$ cat src/rtl/core/bfa_sqrt.sv
`timescale 1ns / 1ps
// ----------------------------------------------------------------------------
// bfa_sqrt: bit-serial integer square root
// Floor square root of a 64-bit value, two radicand bits per cycle.
// ----------------------------------------------------------------------------
module bfa_sqrt (
  input  logic        clk_i,
  input  logic        rst_ni,
  input  logic        start_i,
  input  logic [63:0] rad_i,
  output logic        done_o,
  output logic [31:0] root_o
);

  logic [63:0] n_q, r_q, b_q, rb;
  logic        busy_q, done_q;

  assign rb = r_q + b_q;

  // control
  always_ff @(posedge clk_i or negedge rst_ni) begin
    if (!rst_ni) begin
      busy_q <= 1'b0;
      done_q <= 1'b0;
    end else if (start_i) begin
      busy_q <= 1'b1;
      done_q <= 1'b0;
    end else if (busy_q && b_q[0]) begin
      busy_q <= 1'b0;
      done_q <= 1'b1;
    end
  end

  // one result bit per step
  always_ff @(posedge clk_i) begin
    if (start_i) begin
      n_q <= rad_i;
      r_q <= '0;
      b_q <= 64'd1 << 62;
    end else if (busy_q) begin
      if (n_q >= rb) begin
        n_q <= n_q - rb;
        r_q <= (r_q >> 1) + b_q;
      end else begin
        r_q <= r_q >> 1;
      end
      b_q <= b_q >> 2;
    end
  end

  assign done_o = done_q;
  assign root_o = r_q[31:0];

endmodule

$ cat config.mk
export PLATFORM = sky130hd
export DESIGN_NAME = bfa_sqrt
export DESIGN_NICKNAME = d
export VERILOG_FILES = /design/src/rtl/core/bfa_sqrt.sv
export SDC_FILE = /design/constraint.sdc
export NUM_CORES = 1
export LEC_CHECK = 0
export BUFFER_PORTS_ARGS = -buffer_cell sky130_fd_sc_hd__clkbuf_2
export CORE_MARGIN = 2
export CORE_UTILIZATION = 60
export CTS_CLUSTER_DIAMETER = 50
export DETAILED_ROUTE_END_ITERATION = 16
export PLACE_DENSITY = 0.79
export SLEW_MARGIN = 20
export SYNTH_ARGS = -nofsm -noshare
export SYNTH_HDL_FRONTEND = slang
export SYNTH_SLANG_ARGS = --single-unit
$ cat constraint.sdc
create_clock -name clk_i -period 18.1 [get_ports clk_i]
set_clock_uncertainty 0.15 [all_clocks]
set_input_delay 0.905 -clock clk_i [delete_from_list [all_inputs] [get_ports clk_i]]
set_output_delay 0.905 -clock clk_i [all_outputs]
set_load 0.05 [all_outputs]
==> impl_metrics.tcl, run 1 <==
set metrics [dict create \
    ys_types 91 \
    relSlewSlack_pct 23.0 \
    crit_top_cell "ha_1" \
    yosys.area_share.xor_xnor_pct 9.07 \
    gp_congestion 0.982 \
    avgSynthCellArea_um2 7.96 \
    vias_per_cell 6.35 \
    syn2layout_area_growth_pct 6.04 \
    critPathRequiredTime_ns 18.03 \
    first_pass_iters 7 \
    path_delay_family "compound AO/OA/AOI/OAI gates" \
    layoutNonFillerInstCount 2210 \
    nNetsFinal 2071 \
    routed_wl_um 41000 \
    drive_above_1_share_pct 9.54 \
    antenna_cells 0 \
    synth_top_area_share_pct 12.8 \
    die_h_um 162 \
    cap_violations 0 \
    numPortBuffers 99 \
    setup_violations 0 \
    regArea_mm2 0.00390 \
    drc 0 \
    synth-simple-area-share_pct 19.1 \
    insertion_delay_ns 0.44 \
    dpl.hpwl_um 30800 \
    maxSlewViolCount 0 \
    hold_viol_final 0 \
    fin_crit_sh_pct 43.7 \
    finalSetupTns_ns 0 \
    vias 14000 \
    crit_chain "ha_1 > ha_1 > a211oi_1 > o31ai_1 > a221oi_1 > o31ai_1 > a41oi_1 > nor2_1 > o2111ai_1 > and2_1 > o21ai_1 > xnor2_1 > ha_1 > and4_1 > and2_1 > nand3_1 > or3_1 > a211oi_2 > o22ai_4 > buf_4 > o21ai_4 > buf_4" \
    ant_nets 0 \
    cpPeakStageDelay_ns 0.98 \
    grt_setup_unrepaired "no" \
    cts_resized 0 \
    clk_pin_slew_ns 0.07 \
    syn_inst 1879 \
    multi_input_area_mm2 0.0103 \
    timing.fmax_mhz 126 \
    synth_edf_count 64 \
    htree_levels 4 \
    synthArstFlopShare_pct 1.23 \
    p_per_area_mw_per_mm2 143 \
    synth.most_common_cell "nand2_1" \
    end_kind "flop" \
    crit_type "reg2reg" \
    cts_tree "built" \
    slowest_stage "o21ai_4" \
    synthTopCellsByCount "nand2_1, nor2_1, o21ai_0" \
    grt_start_max_net_pins 86 \
    cts_hold_buf 0 \
    holdWs_ns 0.0794 \
    clockRootBuffer "clkbuf_16" \
    cts_sinks 162 \
    synth_compound_area_share_pct 25.9 \
    clockBufferDepth 2 \
    dieArea_mm2 0.0262 \
    core-area_mm2 0.0244 \
    synth_top_family_by_area "compound AO/OA/AOI/OAI gates" \
    syn_area_mm2 0.0150 \
    die_w_um 162 \
    crit_arrival_ns 7.84 \
    gr-usage-all-layers_pct 30.7 \
    seq_area_frac_synth_pct 26.0 \
    io_pins 100 \
    num_rows 57 \
    postCtsSetupBuffers 0 \
    globalRouteOverflowTotal 0 \
    peakVddDrop_mv 0.103 \
    worst-path-max-fanout 76 \
    ys_ff_latch 162 \
    start_util_pct 61.4 \
    synth_fp_nets 2077 \
    antenna_found_initial 0 \
    numCtsBuffers 17 \
    post-place-cells 2178 \
    synthMuxAreaShare_pct 3.55 \
    p_leak_uw 0.00651 \
    num-fill-cells 2167 \
    wl_per_cell_um 18.5 \
    crit_buf_inv 2 \
    grt_pass1_vias 13100 \
    worstHoldPathType "in2async" \
    grt_pass1_wl_um 65700 \
    synth_flop_cell "dfxtp_1" \
    drtIter0Drc 1246 \
    synthTopCellsByArea "dfxtp_1, edfxtp_1, ha_1, nand2_1, xnor2_1" \
    synth-adder-area-share_pct 11.0 \
    finalCriticalPeriod_ns 7.92 \
    worstMarginPinSlew_ns 1.15 \
    cp-start-kind "flop" \
    synth_top_area_cell "dfxtp_1" \
    ys_warn_count 0 \
    status "finished clean" \
]
==> final timing paths <==
check,startpoint,endpoint,slack (ns),cells past startpoint
setup / recovery,b_q[0]$_SDFFE_PP0P_,n_q[39]$_DFFE_PP_,10.18,22
hold / removal,rst_ni,busy_q$_DFFE_PN0P_,0.08,1
setup reg to reg,b_q[0]$_SDFFE_PP0P_,n_q[39]$_DFFE_PP_,10.18,22
hold reg to reg,r_q[0]$_SDFFE_PP0P_,r_q[0]$_SDFFE_PP0P_,0.36,2
max in group asynchronous,rst_ni,busy_q$_DFFE_PN0P_,17.61,1
min in group clk_i,r_q[0]$_SDFFE_PP0P_,r_q[0]$_SDFFE_PP0P_,0.36,2
==> kinds of logic (layout without fill, tap and decap cells) <==
| kind of cell | count (synthesis) | in the layout |
|---|---|---|
| and+or+nand+nor | 618 | 618 |
| adders and majority gates | 131 | 131 |
| muxes | 52 | 52 |
| AOI/OAI and AO/OA | 594 | 594 |
| xor gates and xnor gates | 155 | 155 |
| DFF | 162 | 162 |
| buffers and inverters | 167 | 174 |
==> sequential cells by signal, indices dropped and copies added (netlist names) <==
signal and count:
n_q 64, r_q 64, b_q 32, done_o 1, busy_q 1
==> report_power, final <==
part           switching, µW  total (µW)  internal [µW]
sequential              51.9         567            515
clock                    167         372            205
combinational            835        1330            498
total                   1050        2270           1220
==> layout make-up <==
cell class / count / share of cell area (%)
Tap cell: 324 / 2.55
Timing Repair Buffer: 107 / 3.54
Sequential cell: 162 / 24.6
Clock buffer: 17 / 2.68
Inverter: 35 / 0.828
Clock inverter: 15 / 0.970
Multi-Input combinational cell: 1550 / 64.9
==> per-stage QoR <==
stage	area [µm²]	power, µW	util (%)	setup WS, ns
final	15900	2270	65.1	10.18
after global routing	15900	2430	65.1	9.85
after CTS	15900	2250	65.1	10.27
after detailed placement	15300	1880	62.7	10.32
after global placement	15300	1860	62.7	10.68
after floorplan	15000	1580	-	8.05
==> routing by layer <==
layer	vias to the layer above	wire, µm	GRT usage [%]
met3	90	2770	4.21
met2	588	18600	49.7
met5	-	0	0
met4	0	1170	11.3
li1	6904	-	-
met1	6444	18500	42.0
==> cell usage in the layout (no fill, tap or decap), types with 42 or more instances in the layout <==
cell type	count
a21oi_1	104
edfxtp_1	64
a211oi_1	42
clkbuf_2	98
nand4_1	43
mux2i_1	43
dfxtp_1	96
a31oi_1	57
nor2_1	191
a21o_1	46
o21ai_0	140
nand2_1	230
ha_1	130
xnor2_1	84
xor2_1	71
Power figures use the tool's default switching activity.
==> run 2: changes to the inputs <==
- clock period: 18.1 -> 7.9 ns (I/O delays scaled with it)
==> run 2 against run 1 <==
First-iteration DRC count decreased by 4.9%. Clock power increased by 130%. Cell count increased by 0.14%. Register-to-register slack got worse by 9.6 ns. Cell area increased by 0.28%. Combinational power increased by 130%. Critical path depth increased by 1. Routed wire length decreased by 1.6%. Fmax increased by 8.1%. Die area unchanged. Via count increased by 0.14%. Largest cell class unchanged.
==> impl_metrics.tcl, run 2 (synthesized netlist as in run 1, its figures left out) <==
set metrics [dict create \
    peakVddDrop_mv 0.231 \
    clockRootBuffer "clkbuf_16" \
    core-area_mm2 0.0244 \
    crit_chain "ha_1 > a31o_2 > a31oi_2 > o21ai_1 > a221oi_2 > o31ai_1 > a221oi_1 > o21ba_2 > nor2_1 > a31oi_1 > xor2_1 > ha_1 > a21oi_1 > o21bai_1 > a221oi_1 > o21ai_1 > a2111oi_0 > o21ai_1 > o22ai_4 > buf_4 > a21oi_1 > xnor2_1 > a211oi_1" \
    drtIter0Drc 1185 \
    post-place-cells 2179 \
    nNetsFinal 2073 \
    gp_congestion 1.02 \
    vias 14000 \
    hold_viol_final 0 \
    gr-usage-met3_pct 5.13 \
    timing.fmax_mhz 137 \
    insertion_delay_ns 0.45 \
    syn2layout_area_growth_pct 6.33 \
    dpl.hpwl_um 30300 \
    power.total_uw 5190 \
    numCtsBuffers 17 \
    fin_area_mm2 0.0159 \
    worst-path-max-fanout 34 \
    die_w_um 162 \
    cpPeakStageDelay_ns 0.72 \
    antenna_found_initial 1 \
    p_switching_uw 2390 \
    cap_violations 0 \
    p_int_uw 2800 \
    final_common_cell "nand2_1" \
    status "finished clean" \
    start_util_pct 61.4 \
    crit_top_cell "o21ai_1" \
    ant_nets 0 \
    worstHoldPathType "in2reg" \
    cts_tree "built" \
    wl_per_cell_um 18.2 \
    drc 0 \
    htree_levels 4 \
    clk_pin_slew_ns 0.07 \
    worstMarginPinSlew_ns 1.15 \
    io_pins 100 \
    finalSetupTns_ns 0 \
    path_delay_family "compound AO/OA/AOI/OAI gates" \
    routed_wl_um 40300 \
    cts_sinks 162 \
    first_pass_iters 7 \
    cp-start-kind "flop" \
    gr-usage-all-layers_pct 30.5 \
    slowest_stage "o22ai_4" \
    end_kind "flop" \
    place_ws_ns 0.830 \
    clockBufferDepth 2 \
    ff2ff_setup_slack_ns 0.58 \
    grt_pass1_vias 13200 \
    p_per_area_mw_per_mm2 326 \
    num_rows 57 \
    grt_setup_unrepaired "no" \
    crit_arrival_ns 7.53 \
    grt_pass1_wl_um 65300 \
    grt_start_max_net_pins 83 \
    place_area_mm2 0.0153 \
    dieArea_mm2 0.0262 \
    fin_ws_ns 0.577 \
    switching_share_pct 46.1 \
    num-fill-cells 2155 \
    pwr-share-clk_pct 16.4 \
    globalRouteOverflowTotal 0 \
    die_h_um 162 \
    grt-busiest-layer "met2" \
    grt_use_met1_pct 41.3 \
    fin_crit_sh_pct 92.7 \
    vias_per_cell 6.35 \
    drive_above_1_share_pct 9.59 \
    final_cell_mix "nand2_1, nor2_1, o21ai_0" \
    maxSlewViolCount 0 \
    setup_violations 0 \
    layoutNonFillerInstCount 2213 \
    use_met2_pct 48.6 \
    largestRegisters "n_q (64), r_q (64), b_q (32)" \
    crit_buf_inv 1 \
    cts_resized 0 \
    critPathRequiredTime_ns 8.10 \
    finalCriticalPeriod_ns 7.32 \
    crit_type "reg2reg" \
    numPortBuffers 99 \
    power_frac_seq_pct 25.0 \
    p_leak_uw 0.00653 \
    relSlewSlack_pct 22.6 \
    combPwrFrac_pct 58.6 \
]
-- run 2: repair_timing --
item	4_1_cts	5_1_grt
hold buffers	1	0
buffers inserted	0	0
hold endpoints to repair	2	0
-- run 2: power groups by stage --
stage	Clock, µW	Combinational (µW)	Sequential, µW
after floorplan	0	2330	1270
after global placement	0	2920	1310
after detailed placement	0	2970	1300
after CTS	860	2980	1290
after global routing	891	3360	1310
final	851	3040	1300
-- run 2: worst paths after layout --
path / cells after the start / start / end
max: 23 / r_q[2]$_SDFFE_PP0P_ / r_q[17]$_SDFFE_PP0P_
min: 3 / rad_i[56] / n_q[56]$_DFFE_PP_
max reg2reg: 23 / r_q[2]$_SDFFE_PP0P_ / r_q[17]$_SDFFE_PP0P_
min reg2reg: 2 / r_q[0]$_SDFFE_PP0P_ / r_q[0]$_SDFFE_PP0P_
max in group asynchronous: 2 / rst_ni / busy_q$_DFFE_PN0P_
min in group asynchronous: 2 / rst_ni / done_o$_DFFE_PN0P_
-- run 2: routing by layer --
metal / wire length, µm / up-vias
met4: 1310 / 0
met5: 0 / -
met3: 2780 / 83
li1: - / 6895
met2: 18100 / 509
met1: 18100 / 6559
-- run 2: area by class of cell --
class	instances	area (µm²)	share of cell area, %
multi-input combinational	1550	10300	64.7
sequential	162	3900	24.5
timing repair buffer	109	592	3.72
clock buffer	18	450	2.83
tap	324	405	2.55
clock inverter	14	140	0.881
inverter	35	131	0.826
antenna	1	2.50	0.0157
-- run 2: worst reg2reg max path, delay by kind of cell (launching register included) --
family | cells | cell delay [ns]
XOR/XNOR | 2 | 0.35
AO/OA/AOI/OAI | 17 | 5.14
adder cells (fa/ha/maj) | 2 | 0.69
AND/OR/NAND/NOR | 1 | 0.08
flip-flops | 1 | 0.42
buffers and inverters | 1 | 0.42
-- run 2: through the flow --
step | hold slack [ns] | utilization, %
final | 0.0737 | 65.2
after floorplan | -0.0506 | -
after global routing | 0.0784 | 65.2
after CTS | 0.0694 | 65.2
after detailed placement | 0.0377 | 62.8
after global placement | 0.0366 | 62.8
