### config.mk
export PLATFORM = sky130hd
export DESIGN_NAME = bfa_div
export DESIGN_NICKNAME = d
export VERILOG_FILES = /design/src/rtl/core/bfa_div.sv
export SDC_FILE = /design/constraint.sdc
export NUM_CORES = 1
export LEC_CHECK = 0
export BUFFER_PORTS_ARGS = -buffer_cell sky130_fd_sc_hd__buf_2
export CAP_MARGIN = 20
export CELL_PAD_IN_SITES_DETAIL_PLACEMENT = 1
export CELL_PAD_IN_SITES_GLOBAL_PLACEMENT = 2
export CORE_MARGIN = 1
export CORE_UTILIZATION = 36
export DETAILED_ROUTE_END_ITERATION = 7
export PLACE_DENSITY_LB_ADDON = 0.1
export SLEW_MARGIN = 15
export SYNTH_ARGS = -nofsm -noshare
export SYNTH_HDL_FRONTEND = slang
export SYNTH_SLANG_ARGS = --single-unit
### constraint.sdc
create_clock -name clk_i -period 3.2 [get_ports clk_i]
set_clock_uncertainty 0.05 [all_clocks]
set_input_delay 0.32 -clock clk_i [delete_from_list [all_inputs] [get_ports clk_i]]
set_output_delay 0.32 -clock clk_i [all_outputs]
set_load 0.01 [all_outputs]
### src/rtl/core/bfa_div.sv
`timescale 1ns / 1ps
// ----------------------------------------------------------------------------
// bfa_div: restoring unsigned divider
// One quotient bit per cycle, NUM_W quotient bits per divide.
// ----------------------------------------------------------------------------
module bfa_div #(
  parameter int NUM_W = 47
) (
  input  logic             clk_i,
  input  logic             rst_ni,
  input  logic             start_i,
  input  logic [NUM_W-1:0] num_i,
  input  logic [31:0]      den_i,
  output logic             done_o,
  output logic [NUM_W-1:0] quo_o
);

  localparam int CW = $clog2(NUM_W + 1);

  logic [NUM_W-1:0] quo_q;
  logic [32:0]      rem_q, rem_sh;
  logic [31:0]      den_q;
  logic [CW-1:0]    cnt_q;
  logic             busy_q, done_q, fits;

  assign rem_sh = {rem_q[31:0], quo_q[NUM_W-1]};
  assign fits   = rem_sh >= {1'b0, den_q};

  // control
  always_ff @(posedge clk_i or negedge rst_ni) begin
    if (!rst_ni) begin
      busy_q <= 1'b0;
      done_q <= 1'b0;
      cnt_q  <= '0;
    end else if (start_i) begin
      busy_q <= 1'b1;
      done_q <= 1'b0;
      cnt_q  <= '0;
    end else if (busy_q) begin
      cnt_q <= cnt_q + 1'b1;
      if (cnt_q == CW'(NUM_W - 1)) begin
        busy_q <= 1'b0;
        done_q <= 1'b1;
      end
    end
  end

  // shift and subtract
  always_ff @(posedge clk_i) begin
    if (start_i) begin
      quo_q <= num_i;
      rem_q <= '0;
      den_q <= den_i;
    end else if (busy_q) begin
      rem_q <= fits ? rem_sh - {1'b0, den_q} : rem_sh;
      quo_q <= {quo_q[NUM_W-2:0], fits};
    end
  end

  assign done_o = done_q;
  assign quo_o  = quo_q;

endmodule

==> impl_metrics.yaml, run 1 <==
outcome:
  status: "complete, no violations"
routing:
  dr.first_iter.drc_count: 169
  antenna_left: 0
  drt_wl_total_mm: 16.53
  viasPerCell: 5.098
  drc: 0
  first_pass_iters: 6
  num_vias: 5016
  wl_per_cell_um: 16.80
sta:
  period_share_pct: 94.84
  finalSetupTns_ns: 0
  drv_slew: 0
  setup_viol: 0
  fin_crit_ns: 3.035
  final-hold-violation-count: 0
  max_slew_margin_pct: 56.30
  rsz0062_at_grt: "no"
  max_freq_mhz: 329.5
  worst_slew_pin_slew_ns: 0.6555
critical_path:
  worst_ep_required_time_ns: 3.42
  worstSetupPathType: "reg2reg"
  cp-start-kind: "flop"
  arrival_ns: 3.26
  cp-end-kind: "flop"
  worst-path-max-fanout: 17
floorplan:
  core_area_sq_um: 17900
  io_pins: 130
  rows: 49
  dieArea_sq_um: 18810
  initial_utilization_pct: 36.73
  die_h_um: 137.1
  die_x_um: 137.1
synth:
  syn_avg_cell_area_sq_um: 10.92
  synth_area_leaders: "edfxtp_1 36%, dfxtp_1 9.7%, mux2_2 8.0%, ha_1 6.5%, mux2i_1 4.4%"
  syn_nets: 719
  synth_top_area_share_pct: 36.08
  synth_top_cell_by_area: "edfxtp_1"
  synth-seq-area-share_pct: 48.87
  synthFlopType: "edfxtp_1"
  synth_area_sq_um: 6575
  ys_types: 59
  async_reset_ff_share_pct: 6.723
  ys_ff_latch: 119
  yosys_warnings: 0
  synth_edf_count: 79
  postSynthCellCount: 602
place:
  dpl_cell_area_sq_um: 7521
  dpl.hpwl_mm: 12.20
  gp_congestion: 0.7937
  io_buffers: 129
layout:
  diodes: 0
  utilization_pct: 45.47
  final_nets: 859
  drive_gt1_share_pct: 30.99
  area_growth_syn_to_layout_pct: 23.81
  postLayoutCellArea_sq_um: 8140
  nFillCells: 2004
pwr:
  p_leak_nw: 3.673
  pwr_density_cell_nw_per_um2: 853.7
  peakVddDrop_mv: 0.4242
global_route:
  grt_start_max_net_pins: 53
  grt_usage_pct: 18.89
  grt_pass1_wl_mm: 27.05
  grt_pass1_vias: 5420
  gr-total-overflow: 0
  antenna_found_initial: 0
clocking:
  path_clk_slew_ns: 0.06
  cts.sinks: 119
  worstSkewPairLatency_ns: 0.42
  clockBufferDepth: 2
  cts_resized: 0
  numCtsBuffers: 17
  cts_root_buf: "clkbuf_16"
  htreeDepth: 4
  cts_tree: "yes"
job:
  max-cap-violations: 0
hold_path:
  hp-class: "in2reg"
## path summary, 6_finish.rpt
kind                            startpoint   endpoint  slack [ns]  cells past startpoint
worst max-delay path             den_q[18]  rem_q[17]        0.17                     12
worst min-delay path             den_i[21]  den_q[21]        0.03                      1
worst max register to register   den_q[18]  rem_q[17]        0.17                     12
worst min register to register   rem_q[26]  rem_q[26]        0.42                      2
max in group asynchronous           rst_ni     busy_q        2.70                      2
min in group asynchronous           rst_ni   cnt_q[3]        0.23                      2
## power by group
part / switching (W) / internal [W] / total, W
Sequential: 0.000204 / 0.00195 / 0.00216
Combinational: 0.00150 / 0.00131 / 0.00282
Clock: 0.000746 / 0.00123 / 0.00198
Total: 0.00245 / 0.00450 / 0.00695
## state kept, by name, summed over array words and instances (netlist names)
name	count
done_o	1
quo_o	47
rem_q	32
busy_q	1
cnt_q	6
den_q	32
## through the flow
| step | cells | total power, W | hold slack [ns] | setup slack, ns |
|---|---|---|---|---|
| after floorplan | 602 | 0.004265 | -0.02559 | 0.4987 |
| after global placement | 950 | 0.004949 | 0.1194 | 0.1407 |
| after detailed placement | 950 | 0.005004 | 0.1279 | 0.1071 |
| after CTS | 983 | 0.007036 | 0.004857 | 0.04921 |
| after global routing | 984 | 0.007433 | 0.006879 | 0.005075 |
| final | 984 | 0.006950 | 0.02739 | 0.1651 |
## synth_stat cells (all sizes together) (2+ instances only)
master and n:
and4 3, o21bai 6, nand4 6, o31a 2, and2 2, inv 42, nor2 51, dfrtp 8
clkbuf 17, mux2i 29, xor2 12, a211oi 24, or4 2, or2 3, edfxtp 79, ha 34
o21ai 27, a21o 10, a21oi 38, nand2 43, a2bb2oi 3, dfxtp 32, a31oi 3, nor3b 4
o31ai 5, o21a 5, nor3 8, and3 3, mux2 47, nor2b 4, nand2b 6, xnor2 18
nand3 5, buf 5
## per-layer routing
metal / up-vias / wire length, um / global-route usage, %
met5: - / 0 / 0
met4: 0 / 239 / 6.471
met3: 19 / 1239 / 6.481
met2: 136 / 7722 / 31.48
met1: 2374 / 7328 / 22.55
li1: 2487 / - / -
## cell families (layout without fill, tap and decap cells)
kind of cell / Yosys count / count (layout) / share of synthesized area [%]
adders and majority gates: 35 / 35 / 6.775
and+or+nand+nor: 143 / 143 / 10.22
xor gates and xnor gates: 30 / 30 / 3.996
DFF: 119 / 119 / 48.87
AOI/OAI and AO/OA: 135 / 135 / 13.70
muxes: 76 / 76 / 12.46
buffers and inverters: 64 / 217 / 3.977
## placed cells by master, fill, tap and decap left out, drive strengths merged, types with 7 or more instances in the layout
cell      n
xor2     12
inv      45
o21ai    27
ha       34
a21o     10
clkinv    7
buf     142
nor2     51
xnor2    18
nor3      8
nand2    43
a211oi   24
dfxtp    32
a21oi    38
dfrtp     8
edfxtp   79
mux2i    29
clkbuf   18
mux2     47
## area by class of cell
cell class | instances | area (sq um) | share of cell area [%]
clock inverters | 14 | 172.7 | 2.121
multi-input cells | 419 | 3100 | 38.09
well taps | 229 | 286.5 | 3.520
inverters | 42 | 157.7 | 1.937
repair buffers | 143 | 780.7 | 9.591
flip-flops and latches | 119 | 3213 | 39.47
clock buffers | 18 | 429.2 | 5.272
## repair_timing
| action | in CTS | in global routing |
|---|---|---|
| hold buffers | 1 | 0 |
| buffers inserted | 0 | 1 |
| hold endpoints to repair | 8 | 0 |
| setup endpoints to repair | 0 | 28 |
## critical path, cell delays in order, from the launching register on
cell      delay (ns)
edfxtp_1        0.37
inv_1           0.08
ha_1            0.30
a21o_1          0.23
a211oi_1        0.23
a21oi_1         0.16
a21o_1          0.20
a221oi_2        0.27
o31ai_2         0.15
a21oi_4         0.29
buf_12          0.21
mux2i_1         0.22
a211oi_1        0.10
Power figures use the tool's default switching activity.
==> run 2: changes to the inputs <==
--- a/config.mk
+++ b/config.mk
@@ -7,12 +7,10 @@
 export LEC_CHECK = 0
 export BUFFER_PORTS_ARGS = -buffer_cell sky130_fd_sc_hd__buf_2
 export CAP_MARGIN = 20
-export CELL_PAD_IN_SITES_DETAIL_PLACEMENT = 1
-export CELL_PAD_IN_SITES_GLOBAL_PLACEMENT = 2
 export CORE_MARGIN = 1
-export CORE_UTILIZATION = 36
+export CORE_UTILIZATION = 45
 export DETAILED_ROUTE_END_ITERATION = 7
-export PLACE_DENSITY_LB_ADDON = 0.1
+export PLACE_DENSITY = 0.67
 export SLEW_MARGIN = 15
 export SYNTH_ARGS = -nofsm -noshare
 export SYNTH_HDL_FRONTEND = slang
==> run 2 against run 1 <==
Die area fell by 20%. Sequential power barely moved. Via count fell by 0.18%. Highest routed layer unchanged. Sequential share of layout area grew 0.46 points. Critical endpoint is now rem_q[1]. Non-clock buffer count down 5. Fmax is 3.8% higher. First-iteration DRC count increased by 60%.
==> impl_metrics.yaml, run 2 (synthesis results as in run 1) <==
sta:
  worst_slew_pin_slew_ns: 0.6001
  finalSetupTns_ns: 0
  max_freq_mhz: 341.9
  fin_ws_ns: 0.2753
  rsz0062_at_grt: "no"
  period_share_pct: 91.40
  max_slew_margin_pct: 59.99
  setup_viol: 0
  final-hold-violation-count: 0
  fin_crit_ns: 2.925
  drv_slew: 0
routing:
  drc: 0
  first_pass_iters: 4
  drt_wl_total_mm: 14.58
  antenna_left: 0
  wl_per_cell_um: 15.68
  viasPerCell: 5.384
  dr.first_iter.drc_count: 271
  num_vias: 5007
pwr:
  p_leak_nw: 3.646
  peakVddDrop_mv: 0.3998
  pwr_density_cell_nw_per_um2: 844.9
layout:
  layout_common_cells: "128 x buf_2, 79 x edfxtp_1, 51 x nor2_1"
  largest_reg_flops: 47
  drive_gt1_share_pct: 30.67
  final_common_cell: "buf_2"
  diodes: 0
  nFillCells: 1191
  postLayoutCellArea_sq_um: 8046
  area_growth_syn_to_layout_pct: 22.38
  final_nets: 854
clocking:
  cts_root_buf: "clkbuf_16"
  cts.sinks: 119
  path_clk_slew_ns: 0.06
  worstSkewPairLatency_ns: 0.42
  cts_tree: "yes"
  clockBufferDepth: 2
  htreeDepth: 4
  cts_setup_buffers: 0
  numCtsBuffers: 17
global_route:
  grt_util_met1_pct: 25.43
  grt_start_max_net_pins: 73
  grt_pass1_vias: 5094
  grt_usage_pct: 20.85
  grt_pass1_wl_mm: 24.12
  gr-total-overflow: 0
  antenna_found_initial: 0
  top_usage_layer: "met2"
  grt_use_met3_pct: 7.342
  use_met2_pct: 32.90
critical_path:
  cp-end-kind: "flop"
  cp-start-kind: "flop"
  r2r_start: "den_q[10]"
  reg2regPathDepth: 10
  arrival_ns: 3.22
  r2r_end: "rem_q[1]"
  worst_ep_required_time_ns: 3.49
  worstSetupPathType: "reg2reg"
  worst-path-max-fanout: 23
  reg2reg_setup_slack_ns: 0.28
floorplan:
  core_area_sq_um: 14040
  initial_utilization_pct: 46.82
  die_x_um: 122.9
  io_pins: 130
  die_h_um: 122.9
  dieArea_sq_um: 15100
  rows: 43
place:
  dpl_cell_area_sq_um: 7430
  gp_congestion: 0.8851
  io_buffers: 129
  dp_slack_ns: 0.1784
  dpl.hpwl_mm: 10.25
job:
  max-cap-violations: 0
hold_path:
  min_to: "den_q[3]"
  worstHoldStart: "den_i[3]"
  hold-path-cell-count: 1
  hp-class: "in2reg"
outcome:
  status: "complete, no violations"
## run 2: cell types whose count changed in the layout (fill, tap and decap cells not counted)
cell,delta
buf_4,-5
clkbuf_8,+3
clkinv_4,-2
clkinvlp_4,+2
o21ai_0,-2
o21ai_1,+2
bufinv_16,-1
clkbuf_1,-1
clkinv_2,-1
inv_2,-1
inv_6,+1
## run 2: how the worst max path moves through the flow
stage               from        end  slack (ns)  cells past startpoint
3_5_place_dp   quo_o[46]  rem_q[14]        0.18                     11
2_1_floorplan  quo_o[46]  rem_q[14]        0.50                     11
4_1_cts        quo_o[46]  rem_q[14]        0.17                     11
5_1_grt        quo_o[46]  rem_q[14]       0.006                     11
3_3_place_gp   quo_o[46]  rem_q[14]        0.32                     11
6_report       den_q[10]   rem_q[1]        0.28                     10
## run 2: area by class of cell
class | instances | area [sq um] | area share (%)
sequential | 119 | 3213 | 39.93
multi-input combinational | 419 | 3100 | 38.53
timing repair buffer | 138 | 743.2 | 9.237
clock buffer | 20 | 466.7 | 5.800
tap | 180 | 225.2 | 2.799
inverter | 42 | 157.7 | 1.959
clock inverter | 12 | 140.1 | 1.742
## run 2: stage by stage
stage | utilization [%] | std cells | total power (W) | hold slack, ns
detailed placement | 52.91 | 897 | 0.004841 | 0.1240
global placement | 52.91 | 897 | 0.004790 | 0.1188
finish | 57.30 | 930 | 0.006798 | 0.01958
CTS | 57.30 | 930 | 0.006826 | 0.001451
floorplan | - | 602 | 0.004265 | -0.02559
global route | 57.30 | 930 | 0.007228 | 0.006060
## run 2: power by group
group          internal [W]  leakage [nW]  switching, W
Combinational       0.00126          2.18       0.00144
Sequential          0.00195          1.18      0.000198
Clock               0.00122         0.290      0.000737
## run 2: worst max-delay path, cell delays in order, from the launching register on
cell and delay [ns]:
edfxtp_1 0.34, inv_1 0.04, ha_1 0.34, a21oi_1 0.29, or3b_2 0.50, o21ai_2 0.26
o31ai_2 0.14, a21oi_4 0.20, buf_12 0.21, mux2_2 0.35, o21ai_0 0.13
## run 2: metal layers
metal  up-vias  part of all wire (%)
li1       2476                     -
met1      2343                    45
met2       162                    45
met3        26                   7.8
met4         0                   2.1
met5         -                     0
## run 2: what timing repair did
item / in CTS / in global routing
endpoints found under the setup margin: 0 / 3
gates resized for setup: 0 / 2
endpoints found under the hold margin: 8 / 0
hold buffers: 1 / 0
