File: config.mk
export PLATFORM = sky130hd
export DESIGN_NAME = bfa_cordic
export DESIGN_NICKNAME = d
export VERILOG_FILES = /design/src/rtl/core/bfa_pkg.sv /design/src/rtl/core/bfa_cordic.sv
export SDC_FILE = /design/constraint.sdc
export NUM_CORES = 1
export LEC_CHECK = 0
export ABC_AREA = 1
export ABC_CLOCK_PERIOD_IN_PS = 11100
export BUFFER_PORTS_ARGS = -buffer_cell sky130_fd_sc_hd__buf_4
export CORE_MARGIN = 1
export CORE_UTILIZATION = 35
export DETAILED_ROUTE_END_ITERATION = 16
export GPL_TIMING_DRIVEN = 0
export REMOVE_ABC_BUFFERS = 1
export SYNTH_ARGS = -nofsm -noshare
export SYNTH_HDL_FRONTEND = slang
export SYNTH_SLANG_ARGS = --single-unit
File: constraint.sdc
create_clock -name clk_i -period 11.1 [get_ports clk_i]
set_input_delay 1.11 -clock clk_i [delete_from_list [all_inputs] [get_ports clk_i]]
set_output_delay 1.11 -clock clk_i [all_outputs]
set_load 0.02 [all_outputs]
File: src/rtl/core/bfa_pkg.sv
`timescale 1ns / 1ps
// ----------------------------------------------------------------------------
// bfa_pkg: shared types and constants of the body frame attitude block
// Request and result structs, sequencer states, fixed-point constants and the
// arctangent table used by the CORDIC unit.
// ----------------------------------------------------------------------------
package bfa_pkg;

  // default build values
  localparam int VEC_FRAC_BITS_DEF = 14;
  localparam int CORDIC_STEPS_DEF  = 16;

  // q30 angle and gain constants, signed: angles 36 bits, gain 34 bits
  localparam logic signed [35:0] Q30_HALF_PI = 36'sd1686629713;
  localparam logic signed [35:0] Q30_PI      = 36'sd3373259426;
  localparam logic signed [33:0] Q30_GAIN    = 34'sd652032874;

  // configuration register indexes
  localparam logic [1:0] CFG_START_X = 2'd0;
  localparam logic [1:0] CFG_START_Y = 2'd1;
  localparam logic [1:0] CFG_START_Z = 2'd2;

  typedef enum logic [1:0] {
    OP_MOVE  = 2'd0,
    OP_YAW   = 2'd1,
    OP_ROLL  = 2'd2,
    OP_PITCH = 2'd3
  } op_e;

  typedef enum logic [3:0] {
    ST_IDLE,
    ST_MOVE_MUL,
    ST_MOVE_ADD,
    ST_CORDIC,
    ST_ROT_VC,
    ST_ROT_US,
    ST_ROT_W,
    ST_SQ_MUL,
    ST_SQ_ACC,
    ST_SQRT,
    ST_DIV_GO,
    ST_DIV_WAIT,
    ST_CR_AB,
    ST_CR_CD,
    ST_CR_OUT,
    ST_FINISH
  } state_e;

  typedef logic [2:0][15:0] vec_t;

  typedef struct packed {
    op_e                op;
    logic signed [15:0] angle;
    logic signed [15:0] speed;
  } in_req_t;

  typedef struct packed {
    logic signed [31:0] pos_x;
    logic signed [31:0] pos_y;
    logic signed [31:0] pos_z;
    logic signed [15:0] fwd_i;
    logic signed [15:0] fwd_j;
    logic signed [15:0] fwd_k;
    logic signed [15:0] up_i;
    logic signed [15:0] up_j;
    logic signed [15:0] up_k;
    logic signed [15:0] side_i;
    logic signed [15:0] side_j;
    logic signed [15:0] side_k;
  } out_rsp_t;

  // arctangent of 2^-i in q30
  function automatic logic [31:0] atan_step(input logic [4:0] i);
    logic [31:0] res;
    case (i)
      5'd0:    res = 32'd843314857;
      5'd1:    res = 32'd497837829;
      5'd2:    res = 32'd263043837;
      5'd3:    res = 32'd133525159;
      5'd4:    res = 32'd67021687;
      5'd5:    res = 32'd33543516;
      5'd6:    res = 32'd16775851;
      5'd7:    res = 32'd8388437;
      5'd8:    res = 32'd4194283;
      5'd9:    res = 32'd2097149;
      5'd10:   res = 32'd1048576;
      5'd31:   res = 32'd0;
      default: res = 32'd1 << (5'd30 - i);
    endcase
    return res;
  endfunction

  // clamp to the 16-bit signed range
  function automatic logic [15:0] sat16(input logic signed [63:0] v);
    logic [15:0] res;
    if (v > 64'sd32767) res = 16'h7fff;
    else if (v < -64'sd32768) res = 16'h8000;
    else res = v[15:0];
    return res;
  endfunction

endpackage

File: src/rtl/core/bfa_cordic.sv
`timescale 1ns / 1ps
// ----------------------------------------------------------------------------
// bfa_cordic: iterative CORDIC sine and cosine
// One rotation step per cycle on q30 values; the angle is folded into the
// right half plane first and the results negated when folded.
// ----------------------------------------------------------------------------
module bfa_cordic import bfa_pkg::*; #(
  parameter int CORDIC_STEPS = CORDIC_STEPS_DEF
) (
  input  logic               clk_i,
  input  logic               rst_ni,
  input  logic               start_i,
  input  logic signed [15:0] angle_i,
  output logic               done_o,
  output logic signed [31:0] cos_o,
  output logic signed [31:0] sin_o
);

  localparam int IW = $clog2(CORDIC_STEPS);

  logic signed [33:0] x_q, y_q;
  logic signed [35:0] z_q;
  logic [IW-1:0]      i_q;
  logic               busy_q, done_q, neg_q;
  logic signed [35:0] z0, atan;
  logic signed [33:0] x_sh, y_sh;

  // angle to q30
  assign z0   = {{3{angle_i[15]}}, angle_i, 17'd0};
  assign atan = $signed({4'd0, atan_step(5'(i_q))});
  assign x_sh = x_q >>> i_q;
  assign y_sh = y_q >>> i_q;

  // control
  always_ff @(posedge clk_i or negedge rst_ni) begin
    if (!rst_ni) begin
      busy_q <= 1'b0;
      done_q <= 1'b0;
      i_q    <= '0;
    end else if (start_i) begin
      busy_q <= 1'b1;
      done_q <= 1'b0;
      i_q    <= '0;
    end else if (busy_q) begin
      i_q <= i_q + 1'b1;
      if (i_q == IW'(CORDIC_STEPS - 1)) begin
        busy_q <= 1'b0;
        done_q <= 1'b1;
      end
    end
  end

  // rotation datapath
  always_ff @(posedge clk_i) begin
    if (start_i) begin
      x_q <= Q30_GAIN;
      y_q <= '0;
      if (z0 > Q30_HALF_PI) begin
        z_q   <= z0 - Q30_PI;
        neg_q <= 1'b1;
      end else if (z0 < -Q30_HALF_PI) begin
        z_q   <= z0 + Q30_PI;
        neg_q <= 1'b1;
      end else begin
        z_q   <= z0;
        neg_q <= 1'b0;
      end
    end else if (busy_q) begin
      if (!z_q[35]) begin
        x_q <= x_q - y_sh;
        y_q <= y_q + x_sh;
        z_q <= z_q - atan;
      end else begin
        x_q <= x_q + y_sh;
        y_q <= y_q - x_sh;
        z_q <= z_q + atan;
      end
    end
  end

  assign done_o = done_q;
  assign cos_o  = neg_q ? 32'(-x_q) : x_q[31:0];
  assign sin_o  = neg_q ? 32'(-y_q) : y_q[31:0];

endmodule

==> results of run 1 <==
==> registers in the layout, summed over array words and instances (netlist names) <==
register and flops:
done_o 1, neg_q 1, z_q 36, y_q 34, i_q 4, busy_q 1, x_q 34
==> final cells by class <==
cell class,count,area [sq um],share of cell area (%)
Inverter,370,1390,7.21
Clock inverter,6,43.8,0.227
Tap cell,672,841,4.35
Timing Repair Buffer,94,866,4.48
Sequential cell,111,2630,13.6
Clock buffer,10,239,1.24
Multi-Input combinational cell,2463,13300,68.9
==> metrics by stage <==
step,setup slack (ps),hold slack [ps]
after floorplan,4800,498
after global placement,2550,531
after detailed placement,4570,536
after CTS,4540,484
after global routing,3840,495
final,4440,508
==> cell families (layout without fill, tap and decap cells) <==
logic type | after synthesis | after routing | synth area share (%)
and+or+nand+nor | 1588 | 1588 | 38.5
AOI/OAI and AO/OA | 560 | 560 | 17.9
buffers and inverters | 478 | 480 | 10.7
xor gates and xnor gates | 195 | 195 | 9.57
adders and majority gates | 120 | 120 | 8.54
DFF | 111 | 111 | 14.7
==> routing by layer <==
metal	GRT usage, %	share of wire, %	vias to the layer above
li1	-	-	10100
met5	0	0	-
met1	29.8	47	8922
met4	6.63	2.2	0
met2	37.9	46	444
met3	2.88	4.7	75
==> power groups by stage <==
| stage | Clock [mW] | Sequential, mW | Combinational (mW) |
|---|---|---|---|
| after floorplan | 0 | 0.825 | 4.45 |
| after CTS | 0.355 | 0.931 | 5.90 |
| final | 0.343 | 0.930 | 5.91 |
| after global routing | 0.368 | 0.953 | 6.71 |
| after detailed placement | 0 | 0.937 | 5.87 |
| after global placement | 0 | 0.974 | 5.80 |
==> worst paths after layout <==
path | start | to | cells past startpoint | slack, ps
min in group clk_i | done_o | done_o | 2 | 550
hold reg to reg | done_o | done_o | 2 | 550
hold / removal | rst_ni | done_o | 1 | 510
setup reg to reg | i_q[2] | z_q[25] | 26 | 4440
max in group asynchronous | rst_ni | i_q[0] | 1 | 10440
setup / recovery | i_q[2] | z_q[25] | 26 | 4440
==> critical path: cells and delay by family, from the launching register on <==
kind,cells,cell delay [ps]
DFF,1,1020
AOI/OAI and AO/OA,4,940
adders and majority gates,1,360
and+or+nand+nor,14,2770
xor gates and xnor gates,2,320
buffers and inverters,5,980
==> cell usage in the layout (no fill, tap or decap), types with 68 or more instances in the layout <==
cell     Yosys  routed
a21oi_1    211     211
buf_4       10      83
dfxtp_1     68      68
ha_1       117     117
inv_1      355     351
nand2_1    739     739
nand3_1    379     379
nor2_1     320     319
o21ai_0    180     180
xor2_1     144     144
==> impl_metrics.ini, run 1 <==
[outcome]
outcome = finished clean

[routing]
wire_per_inst_um = 16.0
drc = 0
detail-route-antenna-nets = 0
drt_iter0_drc = 1511
drtPass1Iterations = 8
wl_mm = 59.6
post_drt_via_cell_ratio = 5.25
vias = 19600

[floorplanning]
coreArea_sq_um = 50300
dieArea_sq_um = 51900
die_h_um = 228
die_w_um = 228
ios = 84
rows = 82
initial_core_util_pct = 35.5

[critical_path]
cpMostUsedCell = nand2_1
cp-start-kind = register
critPathKind = reg2reg
cp.arrival_ps = 6820
cp_max_fo = 54
endpoint_kind = register
critPathMaxStageDelay_ps = 1020
crit_slowest_cell = dfrtp_2
cp.required_ps = 11260

[layout]
diodes = 0
nNetsFinal = 3188
final_util_pct = 38.4
finalNonFillerCells = 3726
stdcell_area_sq_um = 19300
area_growth_pct = 8.26
n_fill_cell = 5687
drive_gt1_share_pct = 6.52

[synth]
synth_top_area_share_pct = 15.5
synthesis.area_sq_um = 17800
synthFlopType = dfxtp_1
avgSynthCellArea_sq_um = 5.85
synth_most_common_cell = nand2_1
synthArstFlopShare_pct = 5.41
ys_warn_count = 0
synth_cell_types = 64
synth_top_cell_by_area = nand2_1
synth_common_cells = 739 x nand2_1, 379 x nand3_1, 355 x inv_1
synth_edf_count = 37
ys_seq_area_share_pct = 14.7
netlist_instances = 3052
ys_ff_latch = 111
synth_area_leaders = nand2_1 16%, nand3_1 11%, ha_1 8.2%

[global_routing]
grt_max_degree = 76
overflow = 0
grt_pass1_wl_mm = 95.2
first_global_vias = 18200
antenna_found_initial = 0
grt.total_usage_pct = 22.5

[power_and_ir_drop]
combPwrFrac_pct = 82.3
pwr-share-clk_pct = 4.8
power_leakage_nw = 9.55
power.density_nw_per_um2 = 372
p_int_mw = 2.99
p_sw_mw = 4.19
power.total_mw = 7.18
ir_drop_uv = 153
swShare_pct = 58.3
power_frac_seq_pct = 12.9

[timing]
maxSlewViolCount = 0
slew_headroom_pct = 16.1
min_period_ps = 6660
hold_viol_final = 0
rsz0062_at_grt = no
max_freq_mhz = 150
setup_violations = 0
setup_tns_ps = 0
timing.final.crit_share_pct = 60.0
skew_ps = 9.95
worst_slew_pin_slew_ps = 1260

[clock_tree]
cts_made_buffers = 9
cts_htree_levels = 3
hold_buffers = 0
cts-resized-gates = 0
clock_latency_ps = 410
tritoncts = built
clk_path_buf_depth = 2
clkSinkCount = 111
root_buffer = clkbuf_16
clkSlewWorstSetupHoldPaths_ps = 80
cts_setup_buffers = 0

[min_path]
hold_class = in2async

[place]
routabilityCongestion = 0.917
dp.cells = 3710
place_area_sq_um = 19000
port_buffers = 83
dp.final_hpwl_mm = 47.0

[run]
drv_cap = 0
(Power assumes the default switching activity.)
==> run 2, diff against run 1 <==
--- a/config.mk
+++ b/config.mk
@@ -6,7 +6,7 @@
 export NUM_CORES = 1
 export LEC_CHECK = 0
 export ABC_AREA = 1
-export ABC_CLOCK_PERIOD_IN_PS = 11100
+export ABC_CLOCK_PERIOD_IN_PS = 6190
 export BUFFER_PORTS_ARGS = -buffer_cell sky130_fd_sc_hd__buf_4
 export CORE_MARGIN = 1
 export CORE_UTILIZATION = 35
==> constraint.sdc (replaced) <==
create_clock -name clk_i -period 6.19 [get_ports clk_i]
set_input_delay 0.619 -clock clk_i [delete_from_list [all_inputs] [get_ports clk_i]]
set_output_delay 0.619 -clock clk_i [all_outputs]
set_load 0.02 [all_outputs]
==> run 2 against run 1 <==
  * Hold slack improved by 51 ps
  * Final cell count barely moved
  * Global-route usage hardly changed
  * Clock skew down 1.0 ps
  * Highest routed layer unchanged
==> impl_metrics.ini, run 2 (synthesis results as in run 1) <==
[outcome]
outcome = finished clean

[routing]
drtPass1Iterations = 5
wl_met2_mm = 27.7
wl_met3_mm = 2.83
drt_iter0_drc = 1455
detail-route-antenna-nets = 0
wire_per_inst_um = 16.0
post_drt_via_cell_ratio = 5.24
wl_mm = 59.5
vias = 19500
met1_length_mm = 27.7
drc = 0
top_layer_used = met4

[clock_tree]
clkSinkCount = 111
clkSlewWorstSetupHoldPaths_ps = 80
tritoncts = built
clock_latency_ps = 410
cts_made_buffers = 9
cts_htree_levels = 3
clk_path_buf_depth = 2
root_buffer = clkbuf_16

[critical_path]
cp.required_ps = 6350
cp.arrival_ps = 5800
cp-start-kind = register
cp_max_fo = 54
rr_endpoint = z_q[25]
crit_slowest_cell = dfrtp_4
path_buf_inv = 5
cpMostUsedCell = nand2_1
r2r_slack_ps = 550
reg2reg_depth = 26
reg2reg_from = i_q[2]
startpoint = i_q[2]
endpoint_kind = register
critPathKind = reg2reg
critPathMaxStageDelay_ps = 840
cp_top_family = simple AND/OR/NAND/NOR gates

[power_and_ir_drop]
ir_drop_uv = 275
power.density_nw_per_um2 = 665
power.total_mw = 12.9
power_leakage_nw = 9.57

[global_routing]
grt.total_usage_pct = 22.5
grt_pass1_wl_mm = 95.2
overflow = 0
antenna_found_initial = 0
first_global_vias = 18200
grt_max_degree = 76

[layout]
regMostFlops = z_q
top_regs = z_q (36), x_q (34), y_q (34)
layout_common_cells = 739 x nand2_1, 379 x nand3_1, 351 x inv_1
area_growth_pct = 8.61
multi_input_area_sq_um = 13300
n_fill_cell = 5686
mostFrequentLayoutCell = nand2_1
drive_gt1_share_pct = 6.61
diodes = 0
final_util_pct = 38.5
largest_register_ffs = 36
nNetsFinal = 3189
regArea_sq_um = 2640
finalNonFillerCells = 3727
stdcell_area_sq_um = 19400

[run]
drv_cap = 0

[min_path]
hold_class = reg2reg
holdPathEnd = done_o
worstHoldStart = done_o
hold_depth = 2

[timing]
rsz0062_at_grt = no
hold_viol_final = 0
worst_slew_pin_slew_ps = 1180
setup_violations = 0
setup_tns_ps = 0
slew_headroom_pct = 21.5
min_period_ps = 5640
maxSlewViolCount = 0
setup_slack_ps = 551
holdWs_ps = 559
max_freq_mhz = 177
timing.final.crit_share_pct = 91.1
skew_ps = 8.93

[floorplanning]
coreArea_sq_um = 50300
initial_core_util_pct = 35.5
rows = 82
die_h_um = 228
ios = 84
dieArea_sq_um = 51900
die_w_um = 228

[place]
dp.final_hpwl_mm = 47.0
place_area_sq_um = 19000
dp.cells = 3710
dp_slack_ps = -337
port_buffers = 83
routabilityCongestion = 0.917
==> run 2: cell count changes in the layout (fill, tap and decap cells not counted), moves of 2 or more <==
cell / before / now
dfrtp_2: 5 / 2
dfrtp_4: 0 / 3
inv_2: 15 / 12
nor2_4: 5 / 8
inv_6: 1 / 3
nor2_2: 13 / 11
==> run 2: worst max-delay path by stage <==
stage	endpoint	depth (start not counted)
floorplan	z_q[35]	29
global placement	z_q[33]	26
detailed placement	z_q[33]	24
CTS	z_q[25]	24
global route	z_q[25]	26
finish	z_q[25]	26
==> run 2: metal layers <==
layer / global-route usage, % / up-vias
met5: 0 / -
met4: 6.63 / 0
met3: 2.89 / 77
met2: 38.0 / 440
met1: 29.8 / 8889
li1: - / 10100
==> run 2: layout make-up <==
type | instances | area share [%]
inverters | 370 | 7.28
well taps | 672 | 4.34
clock buffers | 10 | 1.23
flip-flops and latches | 111 | 13.6
repair buffers | 95 | 4.52
multi-input cells | 2463 | 68.8
clock inverters | 6 | 0.226
==> run 2: worst min-delay path, delay by kind of cell (launching register included) <==
family | cells | cell delay (ps)
simple gates | 1 | 70
compound gates | 1 | 60
flops | 1 | 400
==> run 2: power breakdown <==
group          internal (mW)  switching, mW  total, mW
Clock                  0.286          0.327      0.613
Sequential              1.16          0.508       1.67
Combinational           3.93           6.68       10.6
Total                   5.37           7.51       12.9
==> run 2: timing repair <==
item                                    4_1_cts  5_1_grt
endpoints found under the setup margin       14       16
hold endpoints to repair                      6        0
hold buffers                                  1        0
resized for setup                             5       11
buffers inserted                              0        0
gates cloned                                  0        0
